<file path="src/hw/rtl/gdb_rsp_packet_receiver_top_assert.svh">
// Assertion macros shared by the packet receiver RTL.
// Each macro samples on clk and is disabled while rst_n is low.
`ifndef GDB_RSP_PACKET_RECEIVER_TOP_ASSERT_SVH
`define GDB_RSP_PACKET_RECEIVER_TOP_ASSERT_SVH

// Same-cycle implication.
`define GDBRX_ASSERT_IMP(label, ante, cons) \
    label: assert property (@(posedge clk) disable iff (!rst_n) (ante) |-> (cons)) \
        else $error("gdbrx: same-cycle check failed");

// Next-cycle implication.
`define GDBRX_ASSERT_NXT(label, ante, cons) \
    label: assert property (@(posedge clk) disable iff (!rst_n) (ante) |=> (cons)) \
        else $error("gdbrx: next-cycle check failed");

`endif

</file>
<file path="src/hw/rtl/gdbrx_pkg.sv">
// ----------------------------------------------------------------------------
// gdbrx_pkg
// Types, constants and helpers for the remote serial protocol packet receiver.
// ----------------------------------------------------------------------------
`default_nettype none

package gdbrx_pkg;

    localparam int MAX_PACKET = 4096;
    localparam int COUNT_W    = 12;

    localparam logic [7:0] CH_START = 8'h24;
    localparam logic [7:0] CH_END   = 8'h23;
    localparam logic [7:0] CH_ESC   = 8'h7D;
    localparam logic [7:0] ESC_XOR  = 8'h20;

    localparam logic [COUNT_W-1:0] MAX_PAYLOAD_RESET = 12'hFFF;

    typedef enum logic [1:0] {
        KIND_PAYLOAD = 2'd0,
        KIND_ACK     = 2'd1,
        KIND_NAK     = 2'd2,
        KIND_DISCARD = 2'd3
    } kind_t;

    typedef enum logic [2:0] {
        ST_IDLE,
        ST_PAYLOAD,
        ST_ESCAPE,
        ST_CK_HIGH,
        ST_CK_LOW
    } rx_state_t;

    typedef struct packed {
        logic       ok;
        logic [3:0] val;
    } hex_t;

    // Decode one ASCII hex digit; ok is low for anything else.
    function automatic hex_t hex_decode(input logic [7:0] c);
        hex_t h;
        h.ok  = 1'b1;
        h.val = 4'd0;
        if (c >= 8'h30 && c <= 8'h39) begin
            h.val = c[3:0];
        end
        else if ((c >= 8'h61 && c <= 8'h66) || (c >= 8'h41 && c <= 8'h46)) begin
            h.val = 4'(c[2:0] + 3'd1) + 4'd8;
        end
        else begin
            h.ok = 1'b0;
        end
        return h;
    endfunction

endpackage

`default_nettype wire

</file>
<file path="src/hw/rtl/gdb_rsp_packet_receiver_top.sv">
// Each accepted byte is held in the input register; its result (if any) is registered in the result register.
// Throughput: one byte per cycle; the input register and the result register
// advance together, so input stalls only while a result waits on out_ready.
// Configuration writes are taken in any cycle (cfg_ready is held high).
// Reset: receiver idle, no result pending, max_payload back to 4095.
// ----------------------------------------------------------------------------
// gdb_rsp_packet_receiver_top
// Receive-side packet parser: framing, unescaping, checksum and ACK/NAK.
// ----------------------------------------------------------------------------
`default_nettype none

`include "gdb_rsp_packet_receiver_top_assert.svh"

module gdb_rsp_packet_receiver_top #(
    parameter int MAX_PACKET = gdbrx_pkg::MAX_PACKET
) (
    input  wire logic                         clk,
    input  wire logic                         rst_n,
    input  wire logic                         cfg_valid,
    output logic                              cfg_ready,
    input  wire logic [gdbrx_pkg::COUNT_W-1:0] max_payload,
    input  wire logic                         in_valid,
    output logic                              in_ready,
    input  wire logic [7:0]                   rx_byte,
    output logic                              out_valid,
    input  wire logic                         out_ready,
    output logic [1:0]                        kind,
    output logic [7:0]                        payload_byte,
    output logic [gdbrx_pkg::COUNT_W-1:0]      packet_length
);

    localparam int CW = gdbrx_pkg::COUNT_W;
    localparam int CountMax = (1 << CW) - 1;
    localparam logic [CW-1:0] HardLimit =
        CW'((MAX_PACKET - 1) > CountMax ? CountMax : (MAX_PACKET - 1));

    logic [CW-1:0]         max_payload_reg;
    logic                  in_valid_reg;
    logic [7:0]            in_byte_reg;
    gdbrx_pkg::rx_state_t  state_reg, state_next;
    logic [CW-1:0]         count_reg, count_next;
    logic [7:0]            sum_reg, sum_next;
    logic [3:0]            high_reg, high_next;
    logic                  out_valid_reg;
    gdbrx_pkg::kind_t      kind_reg, res_kind;
    logic [7:0]            byte_reg, res_byte;
    logic [CW-1:0]         len_reg, res_len;
    logic                  res_valid;

    logic                  advance;
    logic                  fire;
    logic [CW-1:0]         limit;
    logic                  over;
    logic [7:0]            data_byte;
    gdbrx_pkg::hex_t       hex;

    assign cfg_ready     = 1'b1;
    assign advance       = !out_valid_reg || out_ready;
    assign in_ready      = !in_valid_reg || advance;
    assign fire          = in_valid_reg && advance;

    assign out_valid     = out_valid_reg;
    assign kind          = kind_reg;
    assign payload_byte  = byte_reg;
    assign packet_length = len_reg;

    assign limit     = (max_payload_reg < HardLimit) ? max_payload_reg : HardLimit;
    assign over      = count_reg >= limit;
    assign data_byte = (state_reg == gdbrx_pkg::ST_ESCAPE)
                       ? (in_byte_reg ^ gdbrx_pkg::ESC_XOR) : in_byte_reg;
    assign hex       = gdbrx_pkg::hex_decode(in_byte_reg);

    // Next state and packet bookkeeping
    always_comb
    begin
        state_next = state_reg;
        count_next = count_reg;
        sum_next   = sum_reg;
        high_next  = high_reg;
        unique case (state_reg)
            gdbrx_pkg::ST_IDLE:
            begin
                if (in_byte_reg == gdbrx_pkg::CH_START) begin
                    state_next = gdbrx_pkg::ST_PAYLOAD;
                end
            end
            gdbrx_pkg::ST_PAYLOAD,
            gdbrx_pkg::ST_ESCAPE:
            begin
                if (state_reg == gdbrx_pkg::ST_PAYLOAD
                    && in_byte_reg == gdbrx_pkg::CH_ESC) begin
                    sum_next   = sum_reg + in_byte_reg;
                    state_next = gdbrx_pkg::ST_ESCAPE;
                end
                else if (state_reg == gdbrx_pkg::ST_PAYLOAD
                         && in_byte_reg == gdbrx_pkg::CH_END) begin
                    state_next = gdbrx_pkg::ST_CK_HIGH;
                end
                else if (over) begin
                    state_next = gdbrx_pkg::ST_IDLE;
                end
                else begin
                    sum_next   = sum_reg + in_byte_reg;
                    count_next = count_reg + CW'(1);
                    state_next = gdbrx_pkg::ST_PAYLOAD;
                end
            end
            gdbrx_pkg::ST_CK_HIGH:
            begin
                high_next  = hex.val;
                state_next = hex.ok ? gdbrx_pkg::ST_CK_LOW : gdbrx_pkg::ST_IDLE;
            end
            gdbrx_pkg::ST_CK_LOW:
            begin
                state_next = gdbrx_pkg::ST_IDLE;
            end
            default:
            begin
                state_next = gdbrx_pkg::ST_IDLE;
            end
        endcase
        // Leaving the packet clears the bookkeeping
        if (state_next == gdbrx_pkg::ST_IDLE) begin
            count_next = '0;
            sum_next   = '0;
            high_next  = '0;
        end
    end

    // Result for the byte in the input register
    always_comb
    begin
        res_valid = 1'b0;
        res_kind  = gdbrx_pkg::KIND_PAYLOAD;
        res_byte  = 8'd0;
        res_len   = count_reg;
        unique case (state_reg)
            gdbrx_pkg::ST_IDLE:
            begin
                res_valid = 1'b0;
            end
            gdbrx_pkg::ST_PAYLOAD,
            gdbrx_pkg::ST_ESCAPE:
            begin
                if (state_reg == gdbrx_pkg::ST_PAYLOAD
                    && (in_byte_reg == gdbrx_pkg::CH_ESC
                        || in_byte_reg == gdbrx_pkg::CH_END)) begin
                    res_valid = 1'b0;
                end
                else if (over) begin
                    res_valid = 1'b1;
                    res_kind  = gdbrx_pkg::KIND_DISCARD;
                end
                else begin
                    res_valid = 1'b1;
                    res_byte  = data_byte;
                    res_len   = count_reg + CW'(1);
                end
            end
            gdbrx_pkg::ST_CK_HIGH:
            begin
                if (!hex.ok) begin
                    res_valid = 1'b1;
                    res_kind  = gdbrx_pkg::KIND_DISCARD;
                end
            end
            gdbrx_pkg::ST_CK_LOW:
            begin
                res_valid = 1'b1;
                if (!hex.ok) begin
                    res_kind = gdbrx_pkg::KIND_DISCARD;
                end
                else if ({high_reg, hex.val} == sum_reg) begin
                    res_kind = gdbrx_pkg::KIND_ACK;
                end
                else begin
                    res_kind = gdbrx_pkg::KIND_NAK;
                end
            end
            default:
            begin
                res_valid = 1'b0;
            end
        endcase
    end

    // Control registers
    always_ff @(posedge clk or negedge rst_n)
    begin
        if (!rst_n) begin
            max_payload_reg <= gdbrx_pkg::MAX_PAYLOAD_RESET;
            in_valid_reg    <= 1'b0;
            out_valid_reg   <= 1'b0;
            state_reg       <= gdbrx_pkg::ST_IDLE;
            count_reg       <= '0;
            sum_reg         <= '0;
            high_reg        <= '0;
        end
        else begin
            if (cfg_valid && cfg_ready) begin
                max_payload_reg <= max_payload;
            end
            if (in_ready) begin
                in_valid_reg <= in_valid;
            end
            if (advance) begin
                out_valid_reg <= fire && res_valid;
            end
            if (fire) begin
                state_reg <= state_next;
                count_reg <= count_next;
                sum_reg   <= sum_next;
                high_reg  <= high_next;
            end
        end
    end

    // Payload registers
    always_ff @(posedge clk)
    begin
        if (in_valid && in_ready) begin
            in_byte_reg <= rx_byte;
        end
        if (fire && res_valid) begin
            kind_reg <= res_kind;
            byte_reg <= res_byte;
            len_reg  <= res_len;
        end
    end

    `GDBRX_ASSERT_NXT(a_end_goes_idle,
        fire && res_valid && res_kind != gdbrx_pkg::KIND_PAYLOAD,
        state_reg == gdbrx_pkg::ST_IDLE)
    `GDBRX_ASSERT_IMP(a_idle_count_clear,
        state_reg == gdbrx_pkg::ST_IDLE, count_reg == '0 && sum_reg == '0)
    `GDBRX_ASSERT_IMP(a_byte_zero_on_status,
        out_valid_reg && kind_reg != gdbrx_pkg::KIND_PAYLOAD, byte_reg == 8'd0)
    `GDBRX_ASSERT_IMP(a_count_within_limit,
        state_reg != gdbrx_pkg::ST_IDLE, count_reg <= HardLimit)

endmodule

`default_nettype wire
</file>
<file path="config.mk">
export PLATFORM = sky130hd
export DESIGN_NAME = gdb_rsp_packet_receiver_top
export DESIGN_NICKNAME = d
export VERILOG_FILES = /design/src/hw/rtl/gdbrx_pkg.sv /design/src/hw/rtl/gdb_rsp_packet_receiver_top.sv
export VERILOG_INCLUDE_DIRS = /design/src /design/src/hw/rtl
export SDC_FILE = /design/constraint.sdc
export NUM_CORES = 1
export LEC_CHECK = 0
export BUFFER_PORTS_ARGS = -buffer_cell sky130_fd_sc_hd__buf_2
export CORE_ASPECT_RATIO = 0.5
export CORE_MARGIN = 10
export CORE_UTILIZATION = 55
export CTS_CLUSTER_DIAMETER = 120
export DETAILED_ROUTE_END_ITERATION = 7
export GPL_TIMING_DRIVEN = 0
export PLACE_DENSITY = 0.76
export SYNTH_ARGS = -nofsm -noshare
export SYNTH_HDL_FRONTEND = slang
export SYNTH_SLANG_ARGS = --single-unit
</file>
<file path="constraint.sdc">
create_clock -name clk -period 4 [get_ports clk]
set_input_delay 0.8 -clock clk [delete_from_list [all_inputs] [get_ports clk]]
set_output_delay 0.8 -clock clk [all_outputs]
set_load 0.005 [all_outputs]
</file>
==> Word-level counts from Yosys, hierarchy flattened <==
Index checks and enable logic that the tools add are counted.
{ "word_totals": {"inputBits": 25, "reg_bits": 71, "out_inout_bits": 25, "wordCells": 96} }
{ "classes": {"n_eq_ne": 12, "reduce_logical": 24, "muxes": 35, "bitwise": 2, "n_addsub": 4, "order_cmp": 8} }
{ "op_table": {"columns": ["op", "count"], "rows": [
  ["$mux 12", 8],
  ["$mux 8", 5],
  ["$eq 8x6->1 const B", 2],
  ["$ge 8x7->1 const B", 2],
  ["$le 8x7->1 const B", 2],
  ["$mux 4", 4],
  ["$mux 2", 7],
  ["$add 12x1->12 const B", 1],
  ["$ge 12x12->1", 1],
  ["$lt 12x12->1 const B", 1],
  ["$logic_and 1x1->1", 9],
  ["$pmux 3 s3", 1],
  ["$add 8x8->8", 1],
  ["$eq 8x7->1 const B", 1],
  ["$eq 8x8->1", 1],
  ["$ge 8x6->1 const B", 1],
  ["$le 8x6->1 const B", 1],
  ["$reduce_and 4->1", 2],
  ["$eq 3x2->1 const B", 2],
  ["$logic_not 3->1", 2],
  ["$mux 3", 2],
  ["$mux 6", 1],
  ["$pmux 2 s3", 1],
  ["$mux 1", 5],
  ["15 further kinds", 22]
]} }

==> Longest topological paths before layout <==
{ "logic_depth": {"ltp_word": 10, "ltp_mapped": 11} }

==> Worst setup path before layout <==
Ideal clock, no wire load.
{ "synth_path": {"path_type": "flip-flop to flip-flop", "from": "register in_byte_reg[1]", "to": "register kind_reg[0], in the netlist kind[0], enable pin", "stages_incl_launch_ff": 9, "path_buffers": 0, "required_ns": 3.599, "t_arrival_ns": 2.811, "synth_period_minus_slack_ns": 3.212, "setup_slack_ns": 0.788, "setup_ns": 0.401, "path_cell_list": "edfxtp_1 -> inv_1 -> ha_1 -> nor3b_1 -> a311oi_4 -> or2_1 -> a311oi_1 -> a21oi_1 -> nor2_1"} }
{ "synth_between": {"elab_chain_cells": 8} }
{ "synth_lines": {"columns": ["item", "line_no", "source"], "rows": [
  ["start, declared", "gdb_rsp_packet_receiver_top.sv:39", "logic [7:0] in_byte_reg;"],
  ["start signal, assigned", "gdb_rsp_packet_receiver_top.sv:222", "in_byte_reg <= rx_byte;"],
  ["$ge 8x7->1 / $le 8x7->1 (equally long branches)", "gdbrx_pkg.sv:47", "else if ((c >= 8'h61 && c <= 8'h66) || (c >= 8'h41 && c <= 8'h46)) begin"],
  ["$logic_and 1x1->1", "gdbrx_pkg.sv:47", null],
  ["$logic_or 1x1->1", "gdbrx_pkg.sv:47", null],
  ["$mux 1", "gdbrx_pkg.sv:47", null],
  ["$mux 1", "gdbrx_pkg.sv:44", "if (c >= 8'h30 && c <= 8'h39) begin"],
  ["$mux 1", "gdb_rsp_packet_receiver_top.sv:162", "if (!hex.ok) begin"],
  ["$pmux 1 s3 *", "gdb_rsp_packet_receiver_top.sv:137", "unique case (state_reg)"],
  ["$logic_and 1x1->1 *", "gdb_rsp_packet_receiver_top.sv:224", "if (fire && res_valid) begin"],
  ["end signal, assigned", "gdb_rsp_packet_receiver_top.sv:225", "kind_reg <= res_kind;"],
  ["end, declared", "gdb_rsp_packet_receiver_top.sv:45", "gdbrx_pkg::kind_t kind_reg, res_kind;"]
]} }
Mark *: on every way between the ends. The rest lies on a longest branch, timed or not.
A chain may end at the register's enable or synchronous reset.

==> Worst setup path in the final report <==
{ "layout_path": {"from": "register count_reg[0]", "to": "register len_reg[6], in the netlist packet_length[6], data pin"} }
{ "layout_between": {"elab_chain_cells": 4} }
{ "layout_lines": {"columns": ["item", "line_no", "source"], "rows": [
  ["start, declared", "gdb_rsp_packet_receiver_top.sv:41", "logic [CW-1:0] count_reg, count_next;"],
  ["start signal, assigned", "gdb_rsp_packet_receiver_top.sv:211", "count_reg <= count_next;"],
  ["$add 12x1->12 / $ge 12x12->1 (equally long branches)", "gdb_rsp_packet_receiver_top.sv:157, gdb_rsp_packet_receiver_top.sv:68", null],
  ["$mux 12 *", "gdb_rsp_packet_receiver_top.sv:150", "else if (over) begin"],
  ["$mux 12 *", "gdb_rsp_packet_receiver_top.sv:145", "if (state_reg == gdbrx_pkg::ST_PAYLOAD"],
  ["$mux 12 *", "gdb_rsp_packet_receiver_top.sv:137", null],
  ["via res_len[6]", "gdb_rsp_packet_receiver_top.sv:47", "logic [CW-1:0] len_reg, res_len;"],
  ["end signal, assigned", "gdb_rsp_packet_receiver_top.sv:227", "len_reg <= res_len;"],
  ["end, declared", "gdb_rsp_packet_receiver_top.sv:47", null]
]} }
Mark *: on every way through the listed nets, which the timed path passes. The rest lies on a longest branch.

==> qor.csv <==
metric,value,unit
status,"finished, final reports clean",
rsz0062_at_grt,no,
vdd_ir_drop_max,0.240,mV
dr_total_vias,3147,
synth_compound_area_frac,0.156,
postPlaceCellArea,4370,um2
nNetsFinal,498,
yosys_warnings,0,
synth_cells,388,
h-tree-depth,3,
synth.yosys.seq_area_share,0.486,
whs_path_depth,2,
synthToLayoutAreaGrowth,15.8,%
numClockSinks,71,
crit_type,reg -> reg,
clockBufferDepth,2,
dieArea,11300,um2
drc,0,
hpwl,6880,um
tritoncts,built,
period_needed,3310,ps
gp_congestion,0.853,
die_x,140,um
ys.flop_type,edfxtp_1,
synthAdderAreaFrac,0.0802,
final_common_cell,buf_2,
cp.arrival,3370,ps
cts_buffers,9,
synth_area_per_cell,10.3,um2
finalCritPeriodShare,0.827,
min_path_type,reg -> reg,
rows,21,
max_freq,302,MHz
port_buffers,48,
finalSetupViolations,0,
postCtsHoldBufs,0,
r2r_cells,10,
synth_async_sr_flop_share,0.577,
ant_nets,0,
end_kind,register,
worst_slack,692,ps
core,6860,um2
track_usage,0.164,
mostFrequentLayoutCells,"buf_2 (52), nand2_1 (38), edfxtp_1 (30), dfrtp_1 (29), inv_1 (27)",
clock_latency,330,ps
n_antenna_cell,0,
design_power_total,2.08,mW
grt_max_degree,42,
p_leak,2.07,nW
gr-total-overflow,0,
boundaryPins,50,
syn-cell-area,3990,um2
synth_nets,438,
first_global_vias,3231,
maxSlewViolCount,0,
wl_per_cell,16.6,um
die_y,80.2,um
hold_viol_final,0,
multiInputGateArea,1890,um2
cp.required,4070,ps
muxShareOfSynthArea,0.00533,
cts_resized,0,
synth-simple-area-share,0.173,
cts_setup_buffers,0,
drive_gt1_frac,0.190,
ys_types,66,
synth_xor_area_frac,0.0570,
design_area,4620,um2
vias_per_cell,5.77,
antenna_found_initial,0,
num-fill-cells,555,
path_clk_slew,50,ps
synth-edff-count,30,
grt_pass1_wl,15100,um
power.density,451,nW/um2
start_util,0.582,
synth_top_family_by_area,simple AND/OR/NAND/NOR gates,
root_buffer,clkbuf_16,
drt_wl_total,9070,um
slew-limit-headroom,0.399,
dpl_worst_slack,790,ps
worstPathMaxFanout,9,
fin_worst_skew,5.83,ps
first_pass_iters,5,
seqCellArea,1940,um2
tightest_slew,902,ps
fin_setup_tns,0,ps
maxCapViolations,0,
worstSetupStartpointType,register,
ys_ff_latch,71,
drtIter0Drc,275,
per-layer routing:
metal | GRT usage | routed length (um) | vias up
met1 | 0.190 | 4000 | 1486
met3 | 0.0487 | 573 | 28
li1 | - | - | 1516
met4 | 0.0605 | 182 | 0
met2 | 0.285 | 4310 | 117
met5 | 0 | 0 | -
critical path: stages, from the launching register on:
cell and delay (ps):
dfrtp_1 400, inv_1 200, ha_1 270, nand2b_1 140, a2111oi_0 440, o311a_1 290, o21ai_1 200, or2_1 280
clkbuf_1 210, nor4_1 500, xnor2_1 110
power breakdown:
| group | leakage [nW] | switching [mW] | total (mW) | internal, mW |
|---|---|---|---|---|
| registers | 0.818 | 0.0480 | 0.898 | 0.850 |
| clock network | 0.124 | 0.276 | 0.689 | 0.412 |
| logic | 1.13 | 0.310 | 0.498 | 0.187 |
cell usage after synthesis, types with 3 or more instances:
master | instances | area (um2)
xnor2_1 | 14 | 123
and2_1 | 8 | 50.1
ha_1 | 24 | 300
xor2_1 | 12 | 105
nand2_1 | 38 | 143
nor4_1 | 5 | 31.3
dfrtp_1 | 29 | 726
or3_1 | 5 | 31.3
nand4_1 | 7 | 43.8
a22o_1 | 9 | 78.8
nor3b_1 | 3 | 22.5
o31ai_1 | 5 | 37.5
nor2_1 | 26 | 97.6
a21o_1 | 8 | 60.1
nand3_1 | 5 | 25.0
clkbuf_1 | 9 | 33.8
dfstp_2 | 12 | 315
inv_1 | 27 | 101
or2_1 | 3 | 18.8
edfxtp_1 | 30 | 901
buf_2 | 4 | 20.0
nand2b_1 | 5 | 31.3
or4_1 | 3 | 22.5
o21ai_1 | 8 | 40.0
a21oi_1 | 17 | 85.1
nor3_1 | 10 | 50.1
o21ai_0 | 14 | 70.1
through the flow:
stage | hold slack [ps] | instances | util
2_1_floorplan | 478 | 388 | -
3_3_place_gp | 500 | 528 | 0.634
3_5_place_dp | 505 | 529 | 0.637
4_1_cts | 517 | 545 | 0.674
5_1_grt | 534 | 545 | 0.674
6_report | 510 | 545 | 0.674
worst paths after layout:
path                                    startpoint                  to  slack [ps]
min in group asynchronous                    rst_n         high_reg[2]         600
max in group asynchronous                    rst_n        count_reg[4]        2830
worst max register to register        count_reg[0]    packet_length[6]         690
worst max-delay path                  count_reg[0]    packet_length[6]         690
worst min register to register  max_payload_reg[8]  max_payload_reg[8]         510
worst min-delay path            max_payload_reg[8]  max_payload_reg[8]         510
layout make-up:
type / instances / area share
Timing Repair Buffer: 49 / 0.0552
Clock buffer: 11 / 0.0503
Buffer: 15 / 0.0141
Tap cell: 92 / 0.0249
Clock inverter: 5 / 0.00541
Multi-Input combinational cell: 275 / 0.408
Sequential cell: 71 / 0.420
Inverter: 27 / 0.0219
kinds of logic after synthesis:
group | Yosys count
simple gates | 133
compound gates | 88
flops | 71
buf+inv | 42
xor+xnor | 26
fa+ha+maj | 25
mux | 2
other cells | 1
Note: power is estimated with default switching activity, not from simulation.
